File: src/hdl/evc_pkg.sv
package evc_pkg;

  localparam int WORD_BITS_DEF = 32;
  localparam int FRAC_BITS_DEF = 16;
  localparam int GAMMA_BITS    = 31;
  localparam int DIM_BITS      = 2;
  localparam int CFG_IDX_BITS  = 2;

  localparam logic [DIM_BITS-1:0]   DIM_RESET   = 2'd3;
  localparam logic [GAMMA_BITS-1:0] GAMMA_RESET = 31'd26214;

  typedef enum logic [1:0] {
    CMD_P2C  = 2'd0,
    CMD_C2P  = 2'd1,
    CMD_PRES = 2'd2,
    CMD_NOP  = 2'd3
  } cmd_e;

  typedef enum logic [1:0] {
    ST_OK   = 2'd0,
    ST_DENS = 2'd1,
    ST_DIM1 = 2'd2,
    ST_SAT  = 2'd3
  } status_e;

  typedef enum logic [CFG_IDX_BITS-1:0] {
    REG_DIM   = 2'd0,
    REG_GAMMA = 2'd1
  } reg_e;

  // per-stage flags carried along the divider pipeline
  typedef struct packed {
    logic neg;   // quotient sign
    logic sa;    // numerator sign
    logic za;    // numerator zero
    logic zd;    // divisor zero
  } div_side_t;

endpackage

File: src/hdl/evc_mul.sv
module evc_mul #(
  parameter int W  = evc_pkg::WORD_BITS_DEF,
  parameter int F  = evc_pkg::FRAC_BITS_DEF,
  parameter int OW = evc_pkg::WORD_BITS_DEF
) (
  input  logic                 clk_i,
  input  logic                 en_i,
  input  logic signed [OW-1:0] a_i,
  input  logic signed [OW-1:0] b_i,
  output logic signed [W-1:0]  p_o,
  output logic                 sat_o
);
  localparam int PW = 2 * OW;

  logic [OW-1:0] ma, mb;
  logic [PW-1:0] prod_q;
  logic          neg_q;
  logic [PW-1:0] sh, lim, mg;
  logic          sat_d;
  logic [W-1:0]  p_d;

  always_comb begin
    ma = a_i[OW-1] ? OW'(-a_i) : OW'(a_i);
    mb = b_i[OW-1] ? OW'(-b_i) : OW'(b_i);
  end

  always_ff @(posedge clk_i) begin
    if (en_i) begin
      prod_q <= PW'(ma) * PW'(mb);
      neg_q  <= a_i[OW-1] ^ b_i[OW-1];
    end
  end

  // drop fraction bits, then clamp to the signed word
  always_comb begin
    sh    = prod_q >> F;
    lim   = PW'({1'b0, {(W-1){1'b1}}}) + PW'(neg_q);
    sat_d = sh > lim;
    mg    = sat_d ? lim : sh;
    p_d   = neg_q ? W'(-mg) : W'(mg);
  end

  always_ff @(posedge clk_i) begin
    if (en_i) begin
      p_o   <= p_d;
      sat_o <= sat_d;
    end
  end

endmodule

File: config.mk
export PLATFORM = sky130hd
export DESIGN_NAME = evc_mul
export DESIGN_NICKNAME = d
export VERILOG_FILES = /design/src/hdl/evc_pkg.sv /design/src/hdl/evc_mul.sv
export SDC_FILE = /design/constraint.sdc
export NUM_CORES = 2
export LEC_CHECK = 0
export BUFFER_PORTS_ARGS = -buffer_cell sky130_fd_sc_hd__buf_2
export CAP_MARGIN = 25
export CORE_MARGIN = 2
export CORE_UTILIZATION = 55
export DETAILED_ROUTE_END_ITERATION = 8
export PLACE_DENSITY = 0.84
export RECOVER_POWER = 100
export SLEW_MARGIN = 20
export SYNTH_ARGS = -nofsm -noshare
export SYNTH_HDL_FRONTEND = slang
export SYNTH_SLANG_ARGS = --single-unit
File: constraint.sdc
create_clock -name clk_i -period 12.7 [get_ports clk_i]
set_input_delay 1.27 -clock clk_i [delete_from_list [all_inputs] [get_ports clk_i]]
set_output_delay 1.27 -clock clk_i [all_outputs]
set_load 0.05 [all_outputs]
Word-level counts from Yosys, hierarchy flattened
Index checks and enable logic that the tools add are counted.

Output and inout port bits: 33. Word-level logic and storage cells: 15. Register bits: 98.

Multiply operators: 1. Add/sub/neg operators: 4. Muxes and demuxes: 4. Order comparisons: 1. Bitwise operators: 1.

Operators by type and width (number): 32-bit two-way mux (4); 32-bit negator (3); 32-bit by 32-bit multiplier with 64-bit output (1); 48-bit by 32-bit > comparator with 1-bit output (1); 31-bit by 1-bit adder with 32-bit output (first input constant) (1); 1-bit bitwise XOR (1).

Logic depth before layout (Yosys ltp)
Word-level depth: 5. Gate-level depth with buffers: 37. Depth with buffers taken out: 33.

Least setup slack after synthesis
OpenSTA, ideal clock, no wires.

Path type: input to register. Start point: input a_i[0]. End point: register prod_q[59], data pin. Setup slack: 1.885 ns. Path buffers: 4. Stages: 35. Data arrival time: 10.552 ns. Setup time: 0.263 ns. Data required time: 12.437 ns. Path through: clkbuf_1 > inv_1 > clkbuf_1 > ha_1 > nand2_1 > or4_1 > nand2b_1 > or4_4 > nand2b_4 > and2_1 > xor2_1 > clkbuf_1 > nand2_1 > fa_1 > fa_1 > fa_1 > fa_1 > inv_1 > fa_1 > fa_1 > fa_1 > inv_1 > fa_1 > inv_1 > ha_1 > clkbuf_1 > nand4_1 > or2_2 > o221ai_1 > a221oi_1 > o21ai_0 > o21ai_0 > o21ai_0 > a21oi_1 > xnor2_1.

Longest elaborated chain between the ends: 3.

Ends and longest elaborated chain: from (decl) (RTL line evc_mul.sv:8) `input logic signed [OW-1:0] a_i,`; 32-bit negator (RTL line evc_mul.sv:23) `ma = a_i[OW-1] ? OW'(-a_i) : OW'(a_i);`; 32-bit two-way mux (*) (RTL line evc_mul.sv:23); 32-bit by 32-bit multiplier with 64-bit output (*) (RTL line evc_mul.sv:29) `prod_q <= PW'(ma) * PW'(mb);`; to (signal assigned) (RTL line evc_mul.sv:29); to (decl) (RTL line evc_mul.sv:16) `logic [PW-1:0] prod_q;`.

Every way passes the cells marked *; elsewhere a longest branch is shown, timed or not. A chain may end at the register's enable or synchronous reset.

Worst setup path in the final report
Start point: input a_i[31]. End point: register prod_q[56], data pin.

The elaborated chain is that of the path after synthesis.

==> results.py <==
metrics = {
    "timing": {
        "slew_violations": 234,
        "finalHoldViolCount": 0,
        "worst_slew_pin_slew_ns": 4.12,
        "hold_ws_ns": 0.678,
        "clock_skew_ns": 0.00699,
        "setup_violations": 0,
        "period_needed_ns": 12.14,
        "fmax_ghz": 0.0824,
        "rsz0062_at_grt": "no",
        "min_period_over_period": 0.956,
        "tns_ns": 0,
        "maxSlewHeadroom": -1.74,
    },
    "global_routing": {
        "grt_usage": 0.346,
        "grt_first_pass_wirelength_um": 183000,
        "grt_start_max_net_pins": 77,
        "grt.overflow.total": 0,
        "antenna_found_initial": 4,
        "first_global_vias": 32900,
    },
    "synth": {
        "syn-num-nets": 5428,
        "async_reset_ff_frac": 0,
        "netlist_area_um2": 37400,
        "ys_dominant_reg_cell": "edfxtp_1",
        "yosys_warnings": 0,
        "synth.distinct_cells": 68,
        "avgSynthCellArea_um2": 8.97,
        "netlist_instances": 4172,
        "synth_edf_count": 82,
        "ys_seq_elements": 82,
        "yosysSeqAreaShare": 0.0658,
    },
    "status": {
        "violations": "max-capacitance violations, max-slew violations",
        "status": "finished with violations",
    },
    "clock_tree": {
        "clk_pin_slew_ns": 0.07,
        "clk_path_buf_depth": 2,
        "cts_root_buf": "clkbuf_16",
        "cts_hold_buffers": 0,
        "cts.repair.resized": 0,
        "clk_latency_ns": 0.34,
        "cts_tree": "yes",
        "post_cts_buffers": 0,
        "cts.sinks": 82,
        "cts_buffers": 9,
        "cts_max_level": 3,
    },
    "detailed_routing": {
        "first_pass_iters": 6,
        "antenna_left": 0,
        "drt-total-wl_um": 117000,
        "routedWlPerCell_um": 23.0,
        "vias": 30800,
        "dr.first_iter.drc_count": 3256,
        "vias_per_cell": 6.02,
        "drcViolationCount": 0,
    },
    "floorplan": {
        "dieArea_um2": 70100,
        "boundaryPins": 99,
        "die_h_um": 265,
        "initial_core_util": 0.556,
        "row_count": 95,
        "core_um2": 67300,
        "die_w_um": 265,
    },
    "worst_setup_path": {
        "crit_slowest_cell": "clkbuf_1",
        "cp_slowest_stage_delay_ns": 1.82,
        "worst_ep_arrival_time_ns": 12.22,
        "critical_path_class": "primary input to flip-flop",
        "crit_family": "adder cells",
        "endpoint_kind": "flip-flop",
        "startpoint_type": "primary input",
        "path_max_fanout": 35,
        "worstPathRequired_ns": 12.78,
        "cpMostUsedCell": "fa_1",
        "crit_buf_inv": 6,
    },
    "place": {
        "port_buffers": 98,
        "hpwl_um": 94900,
        "place_congestion": 1.03,
    },
    "layout": {
        "layout_common_cells": "fa_1 (895), inv_1 (890), nor2_1 (612)",
        "synthToLayoutAreaGrowth_pct": 6.66,
        "regArea_um2": 2460,
        "final_common_cell": "fa_1",
        "n_fill_cell": 5497,
        "drive_gt1_frac": 0.0654,
        "fin_nets": 5484,
        "multi_input_comb_area_um2": 31200,
    },
    "flow_run": {
        "cap_violations": 4,
    },
    "worst_hold_path": {
        "hp-class": "flip-flop to flip-flop",
    },
}
[sequential cells by signal (all words and copies together), names as in the netlist]
register  flops
sat_o         1
p_o          32
prod_q       48
neg_q         1
[through the flow]
stage,area [um^2],std cells,worst slack [ns],util
3_3_place_gp,39600,5085,1.19,0.588
3_5_place_dp,39600,5087,0.884,0.588
5_1_grt,39900,5108,0.386,0.593
6_report,39900,5109,0.561,0.593
2_1_floorplan,37400,4172,1.88,-
4_1_cts,39900,5103,1.24,0.593
[Yosys cell counts (all sizes together) (21+ instances only)]
| master | instances | share of area |
|---|---|---|
| a21o | 52 | 0.010 |
| a21oi | 81 | 0.011 |
| a31oi | 21 | 0.0035 |
| clkbuf | 167 | 0.017 |
| edfxtp | 82 | 0.066 |
| fa | 895 | 0.48 |
| ha | 295 | 0.099 |
| inv | 890 | 0.089 |
| nand2 | 515 | 0.052 |
| nand2b | 23 | 0.0040 |
| nand4 | 22 | 0.0037 |
| nor2 | 612 | 0.061 |
| o21ai | 92 | 0.013 |
| xnor2 | 92 | 0.022 |
| xor2 | 72 | 0.018 |
[metal layers]
layer  share of wire  GRT usage
met1            0.33      0.409
met4            0.10      0.264
met5         0.00011    0.00208
met2            0.43      0.519
met3            0.15      0.125
[logic make-up (layout without fill, tap and decap cells)]
| logic type | count (synthesis) | after routing | synth area share |
|---|---|---|---|
| adder cells (fa/ha/maj) | 1190 | 1190 | 0.578 |
| AO/OA/AOI/OAI | 355 | 355 | 0.0633 |
| buffers and inverters | 1076 | 1137 | 0.109 |
| multiplexers | 6 | 6 | 0.00161 |
| XOR/XNOR | 164 | 164 | 0.0396 |
| other | 0 | 3 | 0 |
| flip-flops | 82 | 82 | 0.0658 |
| AND/OR/NAND/NOR | 1299 | 1299 | 0.143 |
[area by class of cell]
cell class,count,area share
antenna,3,0.000188
clock buffer,9,0.00565
clock inverter,7,0.00207
inverter,890,0.0837
multi-input combinational,3014,0.783
sequential,82,0.0617
tap,873,0.0274
timing repair buffer,231,0.0359
[worst paths after layout]
| kind | slack, ns | cells after the start | end | start |
|---|---|---|---|---|
| max | 0.56 | 27 | prod_q[56] | a_i[31] |
| min | 0.68 | 1 | p_o[5] | prod_q[21] |
| max reg2reg | 3.46 | 21 | p_o[30] | neg_q |
| min reg2reg | 0.68 | 1 | p_o[5] | prod_q[21] |
Power is not shown: default switching activity piles up to over one toggle a cycle in this logic, so the estimate is an artifact.
